### src/design/skc_pkg.sv
`default_nettype none

package skc_pkg;

  localparam int unsigned PIXEL_BITS_DEF = 8;
  localparam int unsigned WINDOW_TAPS    = 9;
  localparam int unsigned KSEL_BITS      = 4;

  // kernel select codes
  localparam logic [KSEL_BITS-1:0] KSEL_BOX     = 4'd0;
  localparam logic [KSEL_BITS-1:0] KSEL_LP_TEN  = 4'd1;
  localparam logic [KSEL_BITS-1:0] KSEL_LP_16   = 4'd2;
  localparam logic [KSEL_BITS-1:0] KSEL_SHARP1  = 4'd3;
  localparam logic [KSEL_BITS-1:0] KSEL_SHARP2  = 4'd4;
  localparam logic [KSEL_BITS-1:0] KSEL_SHARP3  = 4'd5;
  localparam logic [KSEL_BITS-1:0] KSEL_LAP1    = 4'd6;
  localparam logic [KSEL_BITS-1:0] KSEL_LAP2    = 4'd7;
  localparam logic [KSEL_BITS-1:0] KSEL_LAP3    = 4'd8;

  // how the weighted sum is scaled back to a pixel
  typedef enum logic [1:0] {
    DIV_UNIT = 2'd0,
    DIV_NINE = 2'd1,
    DIV_TEN  = 2'd2,
    DIV_16   = 2'd3
  } div_cls_t;

endpackage

`default_nettype wire

### src/design/skc_round_clamp.sv
`default_nettype none

module skc_round_clamp
  import skc_pkg::*;
#(
  parameter int unsigned PIXEL_BITS = PIXEL_BITS_DEF
) (
  input  wire logic                         clk,
  input  wire logic                         rst,
  input  wire logic                         in_valid,
  output logic                              in_ready,
  input  wire logic signed [PIXEL_BITS+4:0] in_sum,
  input  wire div_cls_t                     in_cls,
  output logic                              out_valid,
  input  wire logic                         out_ready,
  output logic [PIXEL_BITS-1:0]             out_pixel
);

  localparam int unsigned SW = PIXEL_BITS + 5;
  localparam int unsigned N  = PIXEL_BITS + 4;
  localparam int unsigned K  = N + 4;
  localparam int unsigned MW = N + 1;
  localparam logic [MW-1:0] M_NINE = MW'(((2 ** K) + 8) / 9);
  localparam logic [MW-1:0] M_TEN  = MW'(((2 ** K) + 9) / 10);
  localparam logic [N-1:0]  PMAX   = N'((2 ** PIXEL_BITS) - 1);

  logic            v3, v4, v5;
  logic            rdy3, rdy4, rdy5;
  logic [N-1:0]    x3, x4;
  logic [MW-1:0]   m3;
  logic            zero3, zero4;
  div_cls_t        cls3, cls4;
  logic [N+MW-1:0] prod4;
  logic [N-1:0]    bias;
  logic [N-1:0]    q;
  logic [PIXEL_BITS-1:0] pix5;

  assign rdy5     = !v5 || out_ready;
  assign rdy4     = !v4 || rdy5;
  assign rdy3     = !v3 || rdy4;
  assign in_ready = rdy3;

  // half-up rounding bias for floor((s + d/2) / d)
  always_comb begin
    case (in_cls)
      DIV_NINE: bias = N'(4);
      DIV_TEN:  bias = N'(5);
      DIV_16:   bias = N'(8);
      default:  bias = '0;
    endcase
  end

  always_ff @(posedge clk) begin
    if (rst) begin
      v3 <= 1'b0;
      v4 <= 1'b0;
      v5 <= 1'b0;
    end else begin
      if (rdy3) v3 <= in_valid;
      if (rdy4) v4 <= v3;
      if (rdy5) v5 <= v4;
    end
  end

  always_ff @(posedge clk) begin
    if (rdy3) begin
      zero3 <= in_sum[SW-1] || (in_sum == '0);
      x3    <= in_sum[N-1:0] + bias;
      m3    <= (in_cls == DIV_TEN) ? M_TEN : M_NINE;
      cls3  <= in_cls;
    end
    if (rdy4) begin
      // reciprocal multiply, exact for every x below 2^N
      prod4 <= (N+MW)'(x3) * (N+MW)'(m3);
      x4    <= x3;
      zero4 <= zero3;
      cls4  <= cls3;
    end
    if (rdy5) begin
      pix5 <= zero4 ? '0 : ((q > PMAX) ? PMAX[PIXEL_BITS-1:0] : q[PIXEL_BITS-1:0]);
    end
  end

  always_comb begin
    case (cls4)
      DIV_NINE, DIV_TEN: q = N'(prod4[N+MW-1:K]);
      DIV_16:            q = x4 >> 4;
      default:           q = x4;
    endcase
  end

  assign out_valid = v5;
  assign out_pixel = pix5;

endmodule

`default_nettype wire

### src/design/selectable_kernel_conv3x3.sv
`default_nettype none

// 3x3 convolution with nine selectable fixed kernels (low-pass, sharpen, Laplacian).
// Each input word carries one full window; each output word is one pixel, the
// weighted sum divided by the kernel divisor, rounded half up, clamped to the
// pixel range. The block takes one window per clock unless back-pressure stalls it;
// each accepted window passes through the stages in order: stage 1 forms the corner,
// edge and center sums, stage 2 the kernel sum, stage 3 the sign test and rounding
// bias, stage 4 the reciprocal multiply for divisors 9 and 10, stage 5 the shift and clamp.
// Every stage holds its word under back-pressure and empty stages fill up, so up
// to five windows can be taken while the output waits. kernel_select codes 9 to
// 15 act as code 8; write it only while no windows are in flight.
module selectable_kernel_conv3x3
  import skc_pkg::*;
#(
  parameter int unsigned PIXEL_BITS = PIXEL_BITS_DEF
) (
  input  wire logic                   clk,
  input  wire logic                   rst,
  input  wire logic                   cfg_wr_en,
  input  wire logic [KSEL_BITS-1:0]   cfg_wr_data,     // kernel_select
  input  wire logic                   s_axis_tvalid,
  output logic                        s_axis_tready,
  // pix_up_left, pix_up, pix_up_right, pix_left, pix_center, pix_right,
  // pix_down_left, pix_down, pix_down_right, then zero fill
  input  wire logic [((WINDOW_TAPS*PIXEL_BITS+7)/8)*8-1:0] s_axis_tdata,
  output logic                        m_axis_tvalid,
  input  wire logic                   m_axis_tready,
  output logic [((PIXEL_BITS+7)/8)*8-1:0] m_axis_tdata  // filtered_pixel, then zero fill
);

  localparam int unsigned SW = PIXEL_BITS + 5;
  localparam int unsigned GW = PIXEL_BITS + 2;
  localparam int unsigned OW = ((PIXEL_BITS + 7) / 8) * 8;

  logic [KSEL_BITS-1:0]  kernel_select;
  logic [KSEL_BITS-1:0]  kcode;
  logic [PIXEL_BITS-1:0] pix [WINDOW_TAPS];

  logic                 v1, v2, rdy1, rdy2, tail_ready;
  logic [GW-1:0]        corner1, edge1, center1;
  logic [KSEL_BITS-1:0] code1;
  logic signed [SW-1:0] sum2;
  div_cls_t             cls2;

  logic signed [SW-1:0] c_s, e_s, p_s, c_term, e_term, p_term, sum_next;
  div_cls_t             cls_next;
  logic [PIXEL_BITS-1:0] pixel_out;

  always_ff @(posedge clk) begin
    if (rst) begin
      kernel_select <= KSEL_BOX;
    end else if (cfg_wr_en) begin
      kernel_select <= cfg_wr_data;
    end
  end

  assign kcode = (kernel_select > KSEL_LAP3) ? KSEL_LAP3 : kernel_select;

  for (genvar i = 0; i < WINDOW_TAPS; i++) begin : g_unpack
    assign pix[i] = s_axis_tdata[i*PIXEL_BITS +: PIXEL_BITS];
  end

  assign rdy2          = !v2 || tail_ready;
  assign rdy1          = !v1 || rdy2;
  assign s_axis_tready = rdy1;

  always_ff @(posedge clk) begin
    if (rst) begin
      v1 <= 1'b0;
      v2 <= 1'b0;
    end else begin
      if (rdy1) v1 <= s_axis_tvalid;
      if (rdy2) v2 <= v1;
    end
  end

  // all nine kernels are symmetric: corners, edges and center share weights
  always_ff @(posedge clk) begin
    if (rdy1) begin
      corner1 <= GW'(pix[0]) + GW'(pix[2]) + GW'(pix[6]) + GW'(pix[8]);
      edge1   <= GW'(pix[1]) + GW'(pix[3]) + GW'(pix[5]) + GW'(pix[7]);
      center1 <= GW'(pix[4]);
      code1   <= kcode;
    end
    if (rdy2) begin
      sum2 <= sum_next;
      cls2 <= cls_next;
    end
  end

  always_comb begin
    c_s = signed'(SW'(corner1));
    e_s = signed'(SW'(edge1));
    p_s = signed'(SW'(center1));
    case (code1)
      KSEL_BOX: begin
        c_term = c_s;  e_term = e_s;        p_term = p_s;
        cls_next = DIV_NINE;
      end
      KSEL_LP_TEN: begin
        c_term = c_s;  e_term = e_s;        p_term = p_s <<< 1;
        cls_next = DIV_TEN;
      end
      KSEL_LP_16: begin
        c_term = c_s;  e_term = e_s <<< 1;  p_term = p_s <<< 2;
        cls_next = DIV_16;
      end
      KSEL_SHARP1: begin
        c_term = '0;   e_term = -e_s;       p_term = (p_s <<< 2) + p_s;
        cls_next = DIV_UNIT;
      end
      KSEL_SHARP2: begin
        c_term = -c_s; e_term = -e_s;       p_term = (p_s <<< 3) + p_s;
        cls_next = DIV_UNIT;
      end
      KSEL_SHARP3: begin
        c_term = c_s;  e_term = -(e_s <<< 1); p_term = (p_s <<< 2) + p_s;
        cls_next = DIV_UNIT;
      end
      KSEL_LAP1: begin
        c_term = '0;   e_term = -e_s;       p_term = p_s <<< 2;
        cls_next = DIV_UNIT;
      end
      KSEL_LAP2: begin
        c_term = -c_s; e_term = -e_s;       p_term = p_s <<< 3;
        cls_next = DIV_UNIT;
      end
      default: begin
        c_term = c_s;  e_term = -(e_s <<< 1); p_term = p_s <<< 2;
        cls_next = DIV_UNIT;
      end
    endcase
    sum_next = c_term + e_term + p_term;
  end

  skc_round_clamp #(
    .PIXEL_BITS (PIXEL_BITS)
  ) u_round (
    .clk       (clk),
    .rst       (rst),
    .in_valid  (v2),
    .in_ready  (tail_ready),
    .in_sum    (sum2),
    .in_cls    (cls2),
    .out_valid (m_axis_tvalid),
    .out_ready (m_axis_tready),
    .out_pixel (pixel_out)
  );

  assign m_axis_tdata = OW'(pixel_out);

endmodule

`default_nettype wire

### config.mk
export PLATFORM = sky130hd
export DESIGN_NAME = selectable_kernel_conv3x3
export DESIGN_NICKNAME = d
export VERILOG_FILES = /design/src/design/skc_pkg.sv /design/src/design/skc_round_clamp.sv /design/src/design/selectable_kernel_conv3x3.sv
export SDC_FILE = /design/constraint.sdc
export NUM_CORES = 1
export LEC_CHECK = 0
export ABC_AREA = 1
export BUFFER_PORTS_ARGS = -buffer_cell sky130_fd_sc_hd__buf_2
export CAP_MARGIN = 0
export CORE_ASPECT_RATIO = 2
export CORE_MARGIN = 2
export CORE_UTILIZATION = 65
export CTS_CLUSTER_SIZE = 12
export DETAILED_ROUTE_END_ITERATION = 10
export MAX_ROUTING_LAYER = met4
export PLACE_DENSITY_LB_ADDON = 0.25
export SLEW_MARGIN = 10
export SYNTH_ARGS = -nofsm -noshare
export SYNTH_HDL_FRONTEND = slang
export SYNTH_SLANG_ARGS = --single-unit
export TNS_END_PERCENT = 50
### constraint.sdc
create_clock -name clk -period 11.3 [get_ports clk]
set_clock_uncertainty 0.1 [all_clocks]
set_input_delay 2.26 -clock clk [delete_from_list [all_inputs] [get_ports clk]]
set_output_delay 2.26 -clock clk [all_outputs]
set_load 0.02 [all_outputs]
==> results by group <==
GRT
  – First-pass GRT wire length: 46100 microns
  – Antenna violations before repair: 0
  – GRT overflow: 0
  – Vias in the first global route: 9981
  – Pin count of the biggest net entering global routing: 35
  – GRT Total Usage: 32.7%

Synthesis
  – Seq cells post-synth: 105
  – Register area share after synthesis: 26.8%
  – Post-Synthesis Cells: 1303
  – Asr flop ratio synth: 0%
  – Post-synth top flop: edfxtp_1
  – Number of synthesized flops with an enable pin: 96
  – Ys Warns: 0
  – Synthesized cell area: 11400 sq um
  – Mean Syn Cell Area: 8.78 sq um
  – Syn Nets: 1629
  – Cell variety after synth: 49

Placement
  – DP HPWL: 24200 microns
  – Final Wtd Congestion: 0.994
  – Port Buffers: 90
  – Dpl cells: 1591

Setup path
  – Startpoint types: primary input
  – Critical Path RT: 8940 ps
  – CP delay by family, top: buffers and inverters
  – CP max-delay cell: nand2_1
  – Worst path cell trace: buf_2 > nor2_1 > inv_1 > nor2_1 > nand2_1 > nor2_1 > nand2_1 > buf_4 > buf_2
  – Worst Setup Path Type: primary input to output port
  – Critical Path Source: m_axis_tready
  – Reg2reg start: u_round.m3[6]
  – Endpoint type of the worst setup path: output port
  – CP max FO: 34
  – Buf+Inv Stages, Crit Path: 4
  – Worst Path Arrival: 4240 ps
  – CP dominant cell by count: nor2_1
  – CP max stage delay: 560 ps

Status
  – Status: complete, no violations

Finish
  – Non-filler instance count after layout: 1607
  – Final net count: 1718
  – Layout cells sized above 1: 8.95%
  – Inserted Diodes: 0
  – Number of fill cells: 1374
  – Area Growth Syn to Fin: 8.40%

Clock network
  – Max Root-Sink Buffers: 2
  – Root Buffer: clkbuf_16
  – Post-CTS Setup Inserts: 0
  – Htree depth: 3
  – CTS Buf Count: 9
  – Hold Buf Count CTS: 0
  – Clock insertion delay at the later pin of the skew report: 360 ps
  – # clock sinks: 105
  – CTS-repair resized insts: 0
  – Clock transition at path regs: 80 ps
  – CTS tree: built

STA
  – Fin. Hold Viols: 0
  – Final setup vio count: 0
  – Crit path time final: 6600 ps
  – Relative slew slack: 34.9%
  – RSZ-0062 raised after global routing: false
  – Worst Max-Slew Pin Slew: 973 ps
  – Fmax: 152 MHz
  – Setup_tns: 0 ps
  – Final period utilization: 58.4%
  – Max-slew violations: 0

Die
  – Std-Cell Rows: 68
  – Initial Util: 66.2%
  – Horiz. Die Dim: 97.8 microns
  – Core Box Area: 17300 sq um
  – Die Span Y: 192 microns
  – Die area: 18700 sq um
  – # IOs: 91

Drt
  – Via density: 5.72
  – Antenna viol nets, final: 0
  – Routed via count: 9191
  – Avg WL per Cell: 17.6 microns
  – Final WL: 28300 microns
  – DR iter-0 viols: 344
  – First-pass iteration count of the detailed router: 5
  – DRC Markers: 0

Worst hold path
  – Hold Path Class: register to register
  – Worst Hold Launch: u_round.cls3[0]

Flow run
  – Max Cap Violations: 0
-- path summary, 6_finish.rpt --
kind	cells after the start	slack, ps	endpoint
setup reg to reg	25	5900	u_round.prod4[19]
hold reg to reg	0	310	u_round.cls4[0]
hold / removal	0	310	u_round.cls4[0]
setup / recovery	9	4700	s_axis_tready
-- layer usage --
metal | vias to the layer above | part of all wire [%] | GRT usage, %
met5 | - | 0 | -
met4 | 0 | 10 | 27.5
met3 | 127 | 2.8 | 2.98
met2 | 284 | 57 | 63.8
met1 | 4378 | 30 | 26.5
li1 | 4402 | - | -
-- synthesized netlist by cell type (4+ instances only) --
cell / n / area share (%)
xnor2_1: 15 / 1.1
xor2_1: 35 / 2.7
a31oi_1: 9 / 0.49
a22o_1: 4 / 0.31
nand2_1: 235 / 7.7
nor3_1: 12 / 0.53
fa_1: 118 / 21
o21bai_1: 6 / 0.39
nand4_1: 22 / 1.2
nor2_1: 78 / 2.6
o21ai_0: 36 / 1.6
a21oi_1: 72 / 3.2
clkbuf_1: 6 / 0.20
o22ai_1: 11 / 0.60
a211oi_1: 5 / 0.33
dfxtp_1: 9 / 1.6
nand2_2: 5 / 0.27
or2_2: 7 / 0.38
nand3_1: 61 / 2.7
buf_2: 4 / 0.18
o21ai_1: 7 / 0.31
edfxtp_1: 96 / 25
ha_1: 127 / 14
o211ai_1: 5 / 0.33
inv_1: 283 / 9.3
-- worst reg2reg max path, cell delays in order (launching register included) --
cell      delay [ps]
edfxtp_1         760
nand2_1          210
nand2_1          110
nand2_1           50
inv_1             70
nand2_1           50
inv_1             70
ha_1             140
inv_1             40
nand2_1           50
inv_1             60
fa_1             540
inv_1             70
fa_1             480
fa_1             540
inv_1             60
fa_1             540
inv_1             40
ha_1             330
nand2_1          170
inv_1             60
a21oi_1          190
nor2_1            60
nor2_1           100
nand2_1           80
xor2_1           180
-- cells in the final DEF (no fill, tap or decap), drive strengths merged, types with 2 or more instances in the layout --
cell type and count:
a21oi 72, o21bai 6, nand3b 3, buf 91, nand3 61, xor2 35, edfxtp 96, nor2 80
a32oi 2, fa 118, nor4 3, o22ai 11, a211oi 5, ha 127, o31ai 2, nand4 22
inv 287, clkinv 4, nand2 241, clkbuf 9, nor3b 2, or2 7, o21a 2, o21ai 44
a31oi 9, a22oi 3, a22o 4, xnor2 15, o211ai 5, nor3 12, dfxtp 9, o2111ai 2
-- registers in the layout, indices dropped and copies added, names as in the netlist, 8 cells and up --
name,count
edge1,10
u_round.prod4,9
u_round.out_pixel,8
sum2,13
corner1,10
u_round.x3,12
u_round.x4,12
center1,8
-- cells by family (layout without fill, tap and decap cells) --
family,count (synthesis),count (layout),share of synthesized area (%)
XOR/XNOR,50,50,3.83
buffers and inverters,298,392,9.92
AND/OR/NAND/NOR,432,432,16.1
multiplexers,1,1,0.0875
flip-flops,105,105,26.8
AO/OA/AOI/OAI,172,172,8.69
adder cells (fa/ha/maj),245,245,34.6
-- cell type report --
| class | count | area [sq um] | area share (%) |
|---|---|---|---|
| Sequential cell | 105 | 3060 | 24.7 |
| Clock buffer | 9 | 225 | 1.82 |
| Clock inverter | 7 | 80.1 | 0.646 |
| Multi-Input combinational cell | 900 | 7240 | 58.4 |
| Timing Repair Buffer | 91 | 458 | 3.69 |
| Tap cell | 210 | 263 | 2.12 |
| Inverter | 285 | 1070 | 8.63 |
-- metrics by stage --
stage               util, %  setup slack [ps]  cell area (sq um)  hold WS [ps]
global placement       70.0              4800              12100           303
floorplan                 -              4930              11400           300
detailed placement     70.0              4680              12100           307
global route           71.8              4530              12400           325
finish                 71.8              4700              12400           312
CTS                    71.8              4670              12400           313
Power is left out: the tool's default activity adds up to more than one toggle a clock period on the data nets, which glitch-free logic cannot reach.
